## src/rtl/core/npr_pkg.sv

```systemverilog
// Shared types and fixed widths for the nearest-point-to-ray pick unit.
package npr_pkg;

    localparam int COORD_W  = 20;  // point and origin coordinates, signed Q10.10
    localparam int DIR_W    = 18;  // direction components, signed Q2.16
    localparam int DIR_FRAC = 16;
    localparam int DIFF_W   = COORD_W + 1;           // point minus origin
    localparam int PROD_W   = DIFF_W + DIR_W;        // one cross-product term
    localparam int CRS_W    = PROD_W + 1;            // difference of two terms
    localparam int CQ_W     = CRS_W - DIR_FRAC;      // cross component back at Q.10
    localparam int CSQ_W    = 2 * CQ_W;              // its square
    localparam int PERP_W   = CSQ_W + 2;             // sum of three squares
    localparam int DSQ_W    = 2 * DIFF_W;            // square of one offset
    localparam int DIST_W   = DSQ_W + 1;             // sum of three offset squares
    localparam int RAD_W    = 42;                    // radius and distance registers
    localparam int CFG_AW   = 3;
    localparam int CFG_DW   = 42;

    localparam logic [CFG_AW-1:0] REG_ORIGIN_X = 3'd0;
    localparam logic [CFG_AW-1:0] REG_ORIGIN_Y = 3'd1;
    localparam logic [CFG_AW-1:0] REG_ORIGIN_Z = 3'd2;
    localparam logic [CFG_AW-1:0] REG_DIR_X    = 3'd3;
    localparam logic [CFG_AW-1:0] REG_DIR_Y    = 3'd4;
    localparam logic [CFG_AW-1:0] REG_DIR_Z    = 3'd5;
    localparam logic [CFG_AW-1:0] REG_RADIUS   = 3'd6;
    localparam logic [CFG_AW-1:0] REG_MAX_DIST = 3'd7;

    localparam logic [DIR_W-1:0] DIR_Z_RST    = 18'd65536;
    localparam logic [RAD_W-1:0] RADIUS_RST   = 42'd10486;
    localparam logic [RAD_W-1:0] MAX_DIST_RST = 42'd1048576000000;

    // Ray setup seen by the distance pipeline.
    typedef struct packed {
        logic signed [COORD_W-1:0] origin_x;
        logic signed [COORD_W-1:0] origin_y;
        logic signed [COORD_W-1:0] origin_z;
        logic signed [DIR_W-1:0]   dir_x;
        logic signed [DIR_W-1:0]   dir_y;
        logic signed [DIR_W-1:0]   dir_z;
        logic [RAD_W-1:0]          radius_sq;
    } t_ray_cfg;

    // Classified candidate passed from front to back.
    typedef struct packed {
        logic                      hit;
        logic                      last;
        logic [DIST_W-1:0]         dist_sq;
        logic signed [COORD_W-1:0] x;
        logic signed [COORD_W-1:0] y;
        logic signed [COORD_W-1:0] z;
    } t_cand;

endpackage

```

## src/rtl/core/npr_queue.sv

```systemverilog
// Small word queue between the distance pipeline and the best-point tracker.
module npr_queue #(
    parameter int DEPTH = 4
) (
    input  logic           i_clk,
    input  logic           i_rst_n,
    input  logic           i_push,
    input  npr_pkg::t_cand i_data,
    output logic           o_full,
    input  logic           i_pop,
    output logic           o_empty,
    output npr_pkg::t_cand o_data
);
    import npr_pkg::*;

    localparam int AW = (DEPTH > 1) ? $clog2(DEPTH) : 1;
    localparam int CW = $clog2(DEPTH + 1);
    localparam logic [AW-1:0] LAST_IDX = AW'(DEPTH - 1);
    localparam logic [CW-1:0] FULL_CNT = CW'(DEPTH);

    t_cand         r_mem [DEPTH];
    logic [AW-1:0] r_wp, r_rp;
    logic [CW-1:0] r_cnt;

    assign o_full  = (r_cnt == FULL_CNT);
    assign o_empty = (r_cnt == '0);
    assign o_data  = r_mem[r_rp];

    always_ff @(posedge i_clk) begin
        if (i_push) begin
            r_mem[r_wp] <= i_data;
        end
    end

    always_ff @(posedge i_clk) begin
        if (!i_rst_n) begin
            r_wp  <= '0;
            r_rp  <= '0;
            r_cnt <= '0;
        end else begin
            if (i_push) begin
                r_wp <= (r_wp == LAST_IDX) ? '0 : r_wp + 1'b1;
            end
            if (i_pop) begin
                r_rp <= (r_rp == LAST_IDX) ? '0 : r_rp + 1'b1;
            end
            case ({i_push, i_pop})
                2'b10:   r_cnt <= r_cnt + 1'b1;
                2'b01:   r_cnt <= r_cnt - 1'b1;
                default: r_cnt <= r_cnt;
            endcase
        end
    end

    a_no_overflow: assert property (@(posedge i_clk) disable iff (!i_rst_n)
        i_push |-> !o_full)
        else $error("queue written while full");
    a_no_underflow: assert property (@(posedge i_clk) disable iff (!i_rst_n)
        i_pop |-> !o_empty)
        else $error("queue read while empty");
    a_count_bound: assert property (@(posedge i_clk) disable iff (!i_rst_n)
        r_cnt <= FULL_CNT)
        else $error("queue count out of range");

endmodule

```

## config.mk

```make
export PLATFORM = sky130hd
export DESIGN_NAME = npr_queue
export DESIGN_NICKNAME = d
export VERILOG_FILES = /design/src/rtl/core/npr_pkg.sv /design/src/rtl/core/npr_queue.sv
export SDC_FILE = /design/constraint.sdc
export NUM_CORES = 1
export LEC_CHECK = 0
export ABC_CLOCK_PERIOD_IN_PS = 8600
export BUFFER_PORTS_ARGS = -buffer_cell sky130_fd_sc_hd__buf_2
export CORE_MARGIN = 2
export CORE_UTILIZATION = 40
export DETAILED_ROUTE_END_ITERATION = 10
export GPL_TIMING_DRIVEN = 1
export HOLD_SLACK_MARGIN = 0.05
export PLACE_DENSITY_LB_ADDON = 0.25
export REMOVE_ABC_BUFFERS = 1
export SYNTH_ARGS = -nofsm -noshare
export SYNTH_HDL_FRONTEND = slang
export SYNTH_SLANG_ARGS = --single-unit
export TNS_END_PERCENT = 5
```

## constraint.sdc

```tcl
create_clock -name i_clk -period 8.6 [get_ports i_clk]
set_input_delay 0.43 -clock i_clk [delete_from_list [all_inputs] [get_ports i_clk]]
set_output_delay 0.43 -clock i_clk [all_outputs]
set_load 0.005 [all_outputs]
```

==> results.json <==
{
  "status": "finished clean",
  "synthCells": 596,
  "fin_crit_sh": 0.389,
  "placeableCoreArea_um2": 38600,
  "synth_compound_area_frac": 0.00192,
  "vias": 6920,
  "required_ns": 8.17,
  "arrival_ns": 2.91,
  "crit_type": "reg2out",
  "cts_tree": "done",
  "cts_setup_buffers": 0,
  "fin_tns_setup_ns": 0,
  "cts.htree.levels": 2,
  "final-setup-viol-count": 0,
  "clkLatencyLatePin_ns": 0.55,
  "final_common_cell": "edfxtp_1",
  "drtPass1Iterations": 4,
  "dp_hpwl_um": 16400,
  "synth-seq-cells": 429,
  "cts-root-buf": "clkbuf_16",
  "grt_antenna_before_repair": 4,
  "power_mw": 4.57,
  "rr_startpoint": "r_wp[0]",
  "synth_cell_type_count": 24,
  "slew_violations": 0,
  "start_util": 0.405,
  "synth_top_family_by_area": "multiplexers",
  "pre_cts_slack_ns": 5.76,
  "final.min_clock_period_ns": 3.34,
  "path_clk_slew_ns": 0.06,
  "rsz0062_at_grt": "false",
  "syn2layout_area_growth_pct": 19.1,
  "synthAdderAreaFrac": 0.00609,
  "ir_drop_mv": 0.165,
  "grt_start_max_net_pins": 64,
  "io_pins": 216,
  "p_sw_uw": 945,
  "synth_seq_area_share": 0.819,
  "hold_viol_final": 0,
  "drt_iter0_markers": 368,
  "fin_cells": 1390,
  "hold-worst-slack_ns": 0.0961,
  "synth_xor_area_frac": 0.00112,
  "drt_wl_total_um": 29500,
  "hp-class": "in2reg",
  "ant_nets": 0,
  "place_area_um2": 17200,
  "dp_cells": 1312,
  "viasPerCell": 4.98,
  "setup_slack_ns": 5.26,
  "critPathMaxFanout": 61,
  "grt_pass1_vias": 7474,
  "grt_usage": 0.149,
  "numPortBuffers": 215,
  "syn_area_um2": 15600,
  "clockPowerShare": 0.399,
  "skew_ns": 0.00990,
  "cap_viol_max_count": 0,
  "final_util": 0.483,
  "wl_per_cell_um": 21.2,
  "yosysWarnings": 0,
  "muxShareOfSynthArea": 0.153,
  "cts_buffers": 45,
  "routabilityCongestion": 0.702,
  "most-common-layout-cells": "420 x edfxtp_1, 215 x buf_2, 105 x mux4_2",
  "die_w_um": 202,
  "nets": 957,
  "fin_area_um2": 18600,
  "row_count": 72,
  "n_fill_cell": 3244,
  "switching_share": 0.207,
  "sequentialPowerShare": 0.529,
  "crit_path_end_kind": "primary output",
  "die_area_um2": 40700,
  "clock.fmax_mhz": 299,
  "worst_pin_slew_ns": 1.03,
  "cellInternalPower_mw": 3.62,
  "power_density_nw_per_um2": 245,
  "drc": 0,
  "cts_buffer_depth": 3,
  "cts_sinks": 429,
  "cts_resized": 0,
  "drive_above_1_share": 0.451,
  "syn_area_per_cell_um2": 26.2,
  "leakage_nw": 6.19,
  "slew_headroom": 0.310,
  "hold_buffers": 0,
  "power_frac_comb": 0.072,
  "critPathLaunchType": "register",
  "grt_pass1_wl_um": 45400,
  "yosys.area_share.simple": 0.00633,
  "min_from": "i_data[3]",
  "dieHeight_um": 202,
  "overflow": 0
}
==> final timing paths <==
check / slack, ns / endpoint / cells past startpoint
max: 5.26 / o_data[38] / 3
min: 0.1 / r_mem[0][3] / 1
max reg2reg: 6.01 / r_mem[0][11] / 4
min reg2reg: 0.53 / r_cnt[2] / 2
==> cell type report <==
class / instances / area, um^2 / area share
tap: 518 / 648 / 0.0348
timing repair buffer: 222 / 1130 / 0.0606
multi-input combinational: 137 / 2640 / 0.142
clock inverter: 22 / 213 / 0.0114
clock buffer: 53 / 1160 / 0.0621
sequential: 429 / 12800 / 0.688
antenna: 3 / 7.51 / 0.000403
inverter: 6 / 22.5 / 0.00121
==> cells in the mapped netlist <==
cell type / instances / share of area
a21boi_0: 1 / 0.00048
a21oi_1: 1 / 0.00032
and2_1: 6 / 0.0024
and3_1: 1 / 0.00040
buf_2: 12 / 0.0038
buf_6: 1 / 0.00072
buf_8: 6 / 0.0058
clkbuf_1: 5 / 0.0012
dfxtp_1: 9 / 0.012
edfxtp_1: 420 / 0.81
fa_1: 1 / 0.0013
ha_1: 6 / 0.0048
inv_1: 6 / 0.0014
mux2i_1: 2 / 0.0013
mux4_2: 105 / 0.15
nand2_1: 1 / 0.00024
nor2b_1: 4 / 0.0016
nor3_1: 1 / 0.00032
nor3b_1: 2 / 0.00096
o21a_1: 1 / 0.00048
o21ai_0: 2 / 0.00064
or3_1: 1 / 0.00040
xnor2_1: 1 / 0.00056
xor2_1: 1 / 0.00056
==> logic make-up (layout without fill, tap and decap cells) <==
logic type,Yosys count,after routing
fa+ha+maj,7,7
other cells,0,3
mux,107,107
xor+xnor,2,2
compound gates,5,5
buf+inv,30,303
flops,429,429
simple gates,16,16
==> registers in the layout (all words and copies together), names as in the netlist, named ones only <==
| register | count |
|---|---|
| r_cnt | 3 |
| r_mem | 420 |
| r_rp | 2 |
| r_wp | 2 |
==> routing by layer <==
layer / share of wire / global-route usage / vias up
met4: 0.021 / 0.0483 / 6
met3: 0.073 / 0.0462 / 47
met5: 0.0014 / 0 / -
met2: 0.47 / 0.230 / 182
li1: - / - / 3058
met1: 0.43 / 0.204 / 3627
==> worst max-delay path, cell delays in order (launching register included) <==
cell	delay (ns)
dfxtp_4	0.82
buf_4	0.87
mux4_2	0.42
buf_2	0.15
==> power by group through the flow <==
stage	clock, mW	sequential, mW	combinational (mW)
2_1_floorplan	0	2.47	0.172
3_3_place_gp	0	2.46	0.333
3_5_place_dp	0	2.46	0.339
4_1_cts	1.88	2.42	0.339
5_1_grt	1.96	2.42	0.361
6_report	1.82	2.42	0.328
No activity file was read; power rests on OpenSTA's default activity.
