[src/rtl/core/npr_pkg.sv]
// Shared types and fixed widths for the nearest-point-to-ray pick unit.
package npr_pkg;

    localparam int COORD_W  = 20;  // point and origin coordinates, signed Q10.10
    localparam int DIR_W    = 18;  // direction components, signed Q2.16
    localparam int DIR_FRAC = 16;
    localparam int DIFF_W   = COORD_W + 1;           // point minus origin
    localparam int PROD_W   = DIFF_W + DIR_W;        // one cross-product term
    localparam int CRS_W    = PROD_W + 1;            // difference of two terms
    localparam int CQ_W     = CRS_W - DIR_FRAC;      // cross component back at Q.10
    localparam int CSQ_W    = 2 * CQ_W;              // its square
    localparam int PERP_W   = CSQ_W + 2;             // sum of three squares
    localparam int DSQ_W    = 2 * DIFF_W;            // square of one offset
    localparam int DIST_W   = DSQ_W + 1;             // sum of three offset squares
    localparam int RAD_W    = 42;                    // radius and distance registers
    localparam int CFG_AW   = 3;
    localparam int CFG_DW   = 42;

    localparam logic [CFG_AW-1:0] REG_ORIGIN_X = 3'd0;
    localparam logic [CFG_AW-1:0] REG_ORIGIN_Y = 3'd1;
    localparam logic [CFG_AW-1:0] REG_ORIGIN_Z = 3'd2;
    localparam logic [CFG_AW-1:0] REG_DIR_X    = 3'd3;
    localparam logic [CFG_AW-1:0] REG_DIR_Y    = 3'd4;
    localparam logic [CFG_AW-1:0] REG_DIR_Z    = 3'd5;
    localparam logic [CFG_AW-1:0] REG_RADIUS   = 3'd6;
    localparam logic [CFG_AW-1:0] REG_MAX_DIST = 3'd7;

    localparam logic [DIR_W-1:0] DIR_Z_RST    = 18'd65536;
    localparam logic [RAD_W-1:0] RADIUS_RST   = 42'd10486;
    localparam logic [RAD_W-1:0] MAX_DIST_RST = 42'd1048576000000;

    // Ray setup seen by the distance pipeline.
    typedef struct packed {
        logic signed [COORD_W-1:0] origin_x;
        logic signed [COORD_W-1:0] origin_y;
        logic signed [COORD_W-1:0] origin_z;
        logic signed [DIR_W-1:0]   dir_x;
        logic signed [DIR_W-1:0]   dir_y;
        logic signed [DIR_W-1:0]   dir_z;
        logic [RAD_W-1:0]          radius_sq;
    } t_ray_cfg;

    // Classified candidate passed from front to back.
    typedef struct packed {
        logic                      hit;
        logic                      last;
        logic [DIST_W-1:0]         dist_sq;
        logic signed [COORD_W-1:0] x;
        logic signed [COORD_W-1:0] y;
        logic signed [COORD_W-1:0] z;
    } t_cand;

endpackage

[src/rtl/core/npr_back.sv]
// Best-point tracker and result register.
module npr_back (
    input  logic                               i_clk,
    input  logic                               i_rst_n,
    input  logic [npr_pkg::RAD_W-1:0]          i_max_dist_sq,
    input  logic                               i_q_empty,
    input  npr_pkg::t_cand                     i_cand,
    output logic                               o_q_pop,
    input  logic                               i_pop,
    output logic                               o_empty,
    output logic                               o_found,
    output logic signed [npr_pkg::COORD_W-1:0] o_pick_x,
    output logic signed [npr_pkg::COORD_W-1:0] o_pick_y,
    output logic signed [npr_pkg::COORD_W-1:0] o_pick_z
);
    import npr_pkg::*;

    logic [RAD_W-1:0]          r_best_dist;
    logic signed [COORD_W-1:0] r_best_x, r_best_y, r_best_z;
    logic                      r_hit;
    logic                      r_out_v;

    logic                      take;
    logic                      n_hit;
    logic signed [COORD_W-1:0] n_best_x, n_best_y, n_best_z;
    logic                      out_free;

    // a closing word needs the result register free
    assign out_free = !r_out_v || i_pop;
    assign o_q_pop  = !i_q_empty && (!i_cand.last || out_free);

    // ties keep the earlier point
    assign take     = i_cand.hit && (i_cand.dist_sq < {1'b0, r_best_dist});
    assign n_hit    = r_hit || take;
    assign n_best_x = take ? i_cand.x : r_best_x;
    assign n_best_y = take ? i_cand.y : r_best_y;
    assign n_best_z = take ? i_cand.z : r_best_z;

    always_ff @(posedge i_clk) begin
        if (!i_rst_n) begin
            r_best_dist <= MAX_DIST_RST;
            r_hit       <= 1'b0;
            r_out_v     <= 1'b0;
        end else begin
            if (i_pop) begin
                r_out_v <= 1'b0;
            end
            if (o_q_pop) begin
                if (i_cand.last) begin
                    r_best_dist <= i_max_dist_sq;
                    r_hit       <= 1'b0;
                    r_out_v     <= 1'b1;
                end else begin
                    if (take) begin
                        r_best_dist <= i_cand.dist_sq[RAD_W-1:0];
                    end
                    r_hit <= n_hit;
                end
            end
        end
    end

    always_ff @(posedge i_clk) begin
        if (o_q_pop) begin
            r_best_x <= n_best_x;
            r_best_y <= n_best_y;
            r_best_z <= n_best_z;
            if (i_cand.last) begin
                o_found  <= n_hit;
                o_pick_x <= n_hit ? n_best_x : '0;
                o_pick_y <= n_hit ? n_best_y : '0;
                o_pick_z <= n_hit ? n_best_z : '0;
            end
        end
    end

    assign o_empty = !r_out_v;

    a_miss_is_zero: assert property (@(posedge i_clk) disable iff (!i_rst_n)
        (r_out_v && !o_found) |-> (o_pick_x == '0 && o_pick_y == '0 && o_pick_z == '0))
        else $error("result without a hit carries a point");
    a_rearm: assert property (@(posedge i_clk) disable iff (!i_rst_n)
        (o_q_pop && i_cand.last) |=> (r_out_v && !r_hit))
        else $error("tracker not rearmed after closing word");
    a_no_overwrite: assert property (@(posedge i_clk) disable iff (!i_rst_n)
        (o_q_pop && i_cand.last) |-> (!r_out_v || i_pop))
        else $error("pending result overwritten");

endmodule

[config.mk]
export PLATFORM = sky130hd
export DESIGN_NAME = npr_back
export DESIGN_NICKNAME = d
export VERILOG_FILES = /design/src/rtl/core/npr_pkg.sv /design/src/rtl/core/npr_back.sv
export SDC_FILE = /design/constraint.sdc
export NUM_CORES = 1
export LEC_CHECK = 0
export BUFFER_PORTS_ARGS = -buffer_cell sky130_fd_sc_hd__buf_2
export CORE_MARGIN = 2
export CORE_UTILIZATION = 50
export CTS_CLUSTER_SIZE = 30
export DETAILED_ROUTE_END_ITERATION = 6
export HOLD_SLACK_MARGIN = 0.08
export PLACE_DENSITY = 0.86
export REMOVE_ABC_BUFFERS = 1
export SLEW_MARGIN = 20
export SYNTH_ARGS = -nofsm -noshare
export SYNTH_HDL_FRONTEND = slang
export SYNTH_SLANG_ARGS = --single-unit
[constraint.sdc]
create_clock -name i_clk -period 9.2 [get_ports i_clk]
set_input_delay 2.3 -clock i_clk [delete_from_list [all_inputs] [get_ports i_clk]]
set_output_delay 2.3 -clock i_clk [all_outputs]
set_load 0.005 [all_outputs]
==> results of run 1 <==
## flip-flops by register name, summed over array words and instances, names as in the netlist
signal       flops
o_found          1
r_out_v          1
r_hit            1
o_pick_y        20
o_pick_x        20
r_best_dist     42
r_best_z        20
r_best_x        20
r_best_y        20
o_pick_z        20
## layout by cell type, fill, tap and decap left out, types with 35 or more instances in the layout
cell	n
buf_2	213
nor3_1	36
and3_1	35
dfxtp_1	44
o31a_1	35
a22o_1	60
mux2_2	77
ha_1	41
inv_1	42
nand2_1	51
edfxtp_1	121
## through the flow
stage / cells / utilization, % / worst slack (ns)
finish: 1177 / 61.5 / 3.50
detailed placement: 1141 / 58.0 / 3.08
CTS: 1173 / 61.4 / 3.47
global placement: 1141 / 58.0 / 3.15
global route: 1177 / 61.5 / 3.25
floorplan: 696 / - / -0.815
## layout make-up
cell class                 instances  area (um2)  area share, %
tap                              225         282           2.65
sequential                       165        4510           42.4
inverter                          43         164           1.54
antenna                            3        7.51         0.0706
multi-input combinational        488        3960           37.2
timing repair buffer             221        1130           10.6
clock inverter                    14         156           1.47
clock buffer                      18         429           4.03
## logic make-up after synthesis
logic type                 after synthesis
AOI/OAI and AO/OA                      193
DFF                                    165
and+or+nand+nor                        159
buffers and inverters                  100
muxes                                   95
adders and majority gates               41
## critical path: stages
cell     delay (ns)
buf_2          0.25
a21oi_4        0.60
buf_2          0.23
## report_power, final
group          internal, uW  switching [uW]  leakage (uW)  total, uW
Sequential              852            17.4       0.00155        869
Combinational           114             120       0.00253        234
Clock                   388             326      0.000289        714
Total                  1350             463       0.00436       1820
## routing by layer
metal	part of all wire, %	routed length, um
met1	44	8770
met2	49	9770
met3	4.5	897
met4	2.9	576
met5	0.13	27
## worst max path at each step
stage,start,to,slack [ns]
4_1_cts,i_cand[103],o_q_pop,3.47
3_3_place_gp,i_cand[103],r_best_dist[4],3.15
3_5_place_dp,i_cand[103],r_best_dist[3],3.08
2_1_floorplan,i_cand[72],o_pick_x[0],-0.82
6_report,i_cand[103],o_q_pop,3.50
5_1_grt,i_cand[103],r_best_dist[2],3.25
==> impl_results.md, run 1 <==
- VDD IR max: 0.000139 V
- Setup crit end kind: output port
- Netlist cell types: 42
- Via/cell ratio: 5.65
- Mapped Area: 8860 um2
- Final WL: 20000 um
- Placed Instance Area: 10000 um2
- Hold Crit Class: reg2reg
- Synth area leaders: edfxtp_1 (41%), dfxtp_1 (9.9%), mux2_2 (9.8%)
- WL per Instance: 17.0 um
- First-pass GRT wire length: 31200 um
- Synthesized area per cell: 11.8 um2
- Grt total ovfl: 0
- CP max FO: 23
- Total number of yosys warnings: 0
- Adder-Cell Fraction of Synth Area: 5.79%
- 1st-iter DRT viols: 438
- Slew Limit Headroom: 28.0%
- Largest family of logic cells by synthesized area: compound AO/OA/AOI/OAI gates
- Clock buffer depth: 2
- Hold Path Stages: 2
- Number of global-route vias before repair: 6295
- Startpoint types: primary input
- Ports: 214
- Final HPWL DP: 13400 um
- Max-cap violation count: 0
- Status: completed
- Share of the synthesized area in the top cell type: 41.0%
- GPL Wtd Cong: 0.831
- Sequential-to-total area share from yosys stat: 50.9%
- Num CTS Buffers: 17
- Reg2reg end: r_best_dist[2]
- Fmax: 0.175 GHz
- Hold WS: 0.503 ns
- R2R depth: 9
- Nets: 1128
- Most frequent cell after synthesis: edfxtp_1
- Setup TNS: 0 ns
- Die H: 137 um
- GR met2 Demand/Resource: 34.5%
- Post-synth EDFFs: 121
- RR Startpoint: r_out_v
- Worst Path Required: 6.90 ns
- Initial Utilization: 51.2%
- Clock latency on the worst-skew pair: 0.42 ns
- Largest net degree at the start of global routing: 99
- Post_cts resized: 0
- Postcts setup bufs: 0
- Core box area: 17300 um2
- Initial antenna violation count: 5
- # fillers: 1401
- Final Max Slew Viols: 0
- Post-synth top area cell: edfxtp_1
- CTS tree: done
- DRC: 0
- TritonRoute pass-1 iters: 5
- RSZ-0062 raised after global routing: no
- Final worst path period need: 5.70 ns
- Clock Sinks: 165
- Top cells by count, synth: edfxtp_1 (121), mux2_2 (77), a22o_1 (60)
- #FFs+latches synth: 165
- Total power: 1820 uW
- Tot GR Track Use: 21.2%
- Setup-failing EPs final: 0
- WP data arrival: 3.40 ns
- Synth Area in Simple Gates: 9.40%
- Final Hold Vio Count: 0
- Pleak: 0.00436 uW
- Post-route design area: 10600 um2
- Layout cells sized above 1: 36.6%
- Row Count: 48
- Least-Margin Pin Slew: 1.08 ns
- Htree depth: 4
- P&R area growth vs syn: 20.1%
- M3 GR Usage: 3.93%
- Top_reg_cell synth: edfxtp_1
- ANT nets after route: 0
- Power Density: 171 nW/um2
- Mux share of post-synthesis cell area: 12.5%
- Post-synth ARST share: 0%
- Reg clk slew, reported paths: 0.07 ns
- R2r setup slk: 5.33 ns
- Crit Path Category: in2out
- CTS root buffer: clkbuf_16
- Via count: 6653
- I/O Buffers: 213
- Compound-Gate Fraction of Synth Area: 16.7%
- Worst Hold Path EP: r_hit
- Busiest layer in global routing: met2
- Hold-fix buffer count after cts: 0
- Xor/xnor cell area share of the yosys netlist: 0%
- Met1 global-route usage: 28.0%
- Die area: 18800 um2
- Die Span X: 137 um
- Syn Inst Count: 753
- Hold Startpoint: r_hit
- Clock skew after layout: 0.0147 ns
- Fin crit share: 62.0%
Power figures use the tool's default switching activity.
==> inputs of run 2 (changes only) <==
- ABC_AREA: unset -> 1
- CORE_UTILIZATION: 50 -> 48
- PLACE_DENSITY: 0.86 -> 0.87
- clock period: 9.2 -> 5.2 ns (I/O delays scaled with it)
==> impl_results.md, run 2 <==
- Largest net degree at the start of global routing: 79
- N_diodes: 0
- Row Count: 48
- Grt total ovfl: 0
- Post_cts resized: 0
- Initial Utilization: 48.9%
- Final Non-Filler Cells: 1363
- Hold WS: 0.504 ns
- WP data arrival: 3.71 ns
- Synth area leaders: edfxtp_1 (43%), dfxtp_1 (10%), inv_1 (8.1%)
- 1st-iter DRT viols: 463
- CP max FO: 54
- Synthesized area per cell: 9.03 um2
- Max-cap violation count: 0
- Clock buffer depth: 2
- Commonest non-fill, non-tap cells in the layout: buf_2 (213), inv_1 (180), nand2_1 (163), edfxtp_1 (121), nor2_1 (113)
- CTS root buffer: clkbuf_16
- Register name with the most flops: r_best_dist
- Via/cell ratio: 4.91
- Final worst path period need: 3.56 ns
- Pleak: 0.00509 uW
- Die H: 136 um
- Placed Cells: 1331
- WL per Instance: 13.7 um
- Clock latency on the worst-skew pair: 0.42 ns
- ANT nets after route: 0
- Slew Limit Headroom: 43.2%
- Fmax: 0.281 GHz
- Core box area: 17200 um2
- Htree depth: 4
- Crit Path Category: in2reg
- Final Max Slew Viols: 0
- Status: completed
- DRC: 0
- Post-synth top area cell: edfxtp_1
- Final HPWL DP: 12900 um
- CTS tree: done
- Hold-fix buffer count after cts: 0
- Post-synth ARST share: 0%
- RSZ-0062 raised after global routing: no
- P&R area growth vs syn: 21.2%
- Syn Inst Count: 930
- Sequential-to-total area share from yosys stat: 53.8%
- Fin crit share: 68.5%
- Postcts setup bufs: 0
- Number of global-route vias before repair: 6113
- Layout cells sized above 1: 26.5%
- Total number of yosys warnings: 0
- Most frequent cell after synthesis: inv_1
- Die area: 18600 um2
- Most common cell after layout, fill and taps aside: buf_2
- Share of the synthesized area in the top cell type: 43.3%
- I/O Buffers: 213
- GPL Wtd Cong: 0.872
- Largest register FFs: 42
- Reg clk slew, reported paths: 0.07 ns
- Top cells by count, synth: inv_1 (182), nand2_1 (164), edfxtp_1 (121)
- Tot GR Track Use: 20.2%
- Final Hold Vio Count: 0
- Clock Sinks: 165
- Power Density: 323 nW/um2
- Mapped Area: 8400 um2
- Num CTS Buffers: 17
- Ports: 214
- Worst Path Required: 5.35 ns
- Clock skew after layout: 0.0120 ns
- VDD IR max: 0.000236 V
- Top_reg_cell synth: edfxtp_1
- Setup-failing EPs final: 0
- Via count: 6696
- Final WL: 18600 um
- Die Span X: 136 um
- Post-synth EDFFs: 121
- Netlist cell types: 27
- TritonRoute pass-1 iters: 5
- Nets: 1317
- #FFs+latches synth: 165
- Initial antenna violation count: 2
- Setup crit end kind: flop
- Startpoint types: primary input
- Hold Crit Class: reg2reg
- Least-Margin Pin Slew: 0.853 ns
- First-pass GRT wire length: 29100 um
==> run 2: cell types whose count changed in the layout (fill, tap and decap cells not counted), sizes merged, moves of 35 or more <==
cell   delta
o21ai    +46
nor2    +107
nand2   +114
inv     +137
o31a     -35
a22o     -60
nand3    +51
mux2     -54
nor3     -36
==> run 2: logic make-up (layout without fill, tap and decap cells) <==
logic type / Yosys count / after routing / synth area share [%]
flops: 165 / 165 / 53.8
simple gates: 340 / 340 / 16.4
compound gates: 116 / 116 / 7.17
mux: 41 / 41 / 5.50
fa+ha+maj: 41 / 41 / 6.11
buf+inv: 227 / 435 / 11.1
==> run 2: power breakdown <==
part / leakage [uW] / switching (uW) / internal (uW)
combinational: 0.00328 / 301 / 206
sequential: 0.00152 / 25.6 / 1530
clock: 0.000287 / 586 / 643
total: 0.00509 / 913 / 2380
==> run 2: area by class of cell <==
type | instances | area (um2)
Fill cell | 1421 | 7000
Clock inverter | 15 | 156
Clock buffer | 17 | 425
Tap cell | 225 | 282
Sequential cell | 165 | 4510
Inverter | 182 | 683
Timing Repair Buffer | 221 | 1140
Multi-Input combinational cell | 538 | 2980
==> run 2: path summary, 6_finish.rpt <==
| path | start | end | slack [ns] | cells after the start |
|---|---|---|---|---|
| worst max-delay path | i_cand[94] | o_pick_y[19] | 1.64 | 10 |
| worst min-delay path | r_best_dist[38] | r_best_dist[38] | 0.50 | 2 |
| worst max register to register | r_best_dist[34] | o_pick_y[19] | 2.24 | 10 |
| worst min register to register | r_best_dist[38] | r_best_dist[38] | 0.50 | 2 |
==> run 2: metrics by stage <==
stage | power, uW | setup TNS, ns | instance area, um2 | util [%] | worst slack, ns
floorplan | 1900 | -78.55 | 8150 | - | -1.25
global placement | 2060 | 0 | 9600 | 55.9 | 1.29
detailed placement | 2090 | 0 | 9600 | 55.9 | 1.19
CTS | 3320 | 0 | 10200 | 59.3 | 1.64
global route | 3450 | 0 | 10200 | 59.3 | 1.45
finish | 3290 | 0 | 10200 | 59.3 | 1.64
==> run 2: worst max-delay path, cell delays in order <==
cell and delay [ns]:
buf_2 0.11, ha_1 0.31, a21o_1 0.18, nor2_1 0.13, nand2_1 0.08, a21oi_2 0.33, nand3_4 0.52, buf_12 0.39
o21ai_1 0.24, nor2_1 0.08
==> run 2: layer usage <==
| metal | wire length [um] | up-vias | track usage [%] | part of all wire (%) |
|---|---|---|---|---|
| met1 | 7960 | 2996 | 25.8 | 43 |
| met5 | 22 | - | 0 | 0.12 |
| met3 | 1530 | 29 | 4.92 | 8.2 |
| met4 | 345 | 4 | 7.75 | 1.9 |
| met2 | 8780 | 292 | 33.1 | 47 |
| li1 | - | 3375 | - | - |
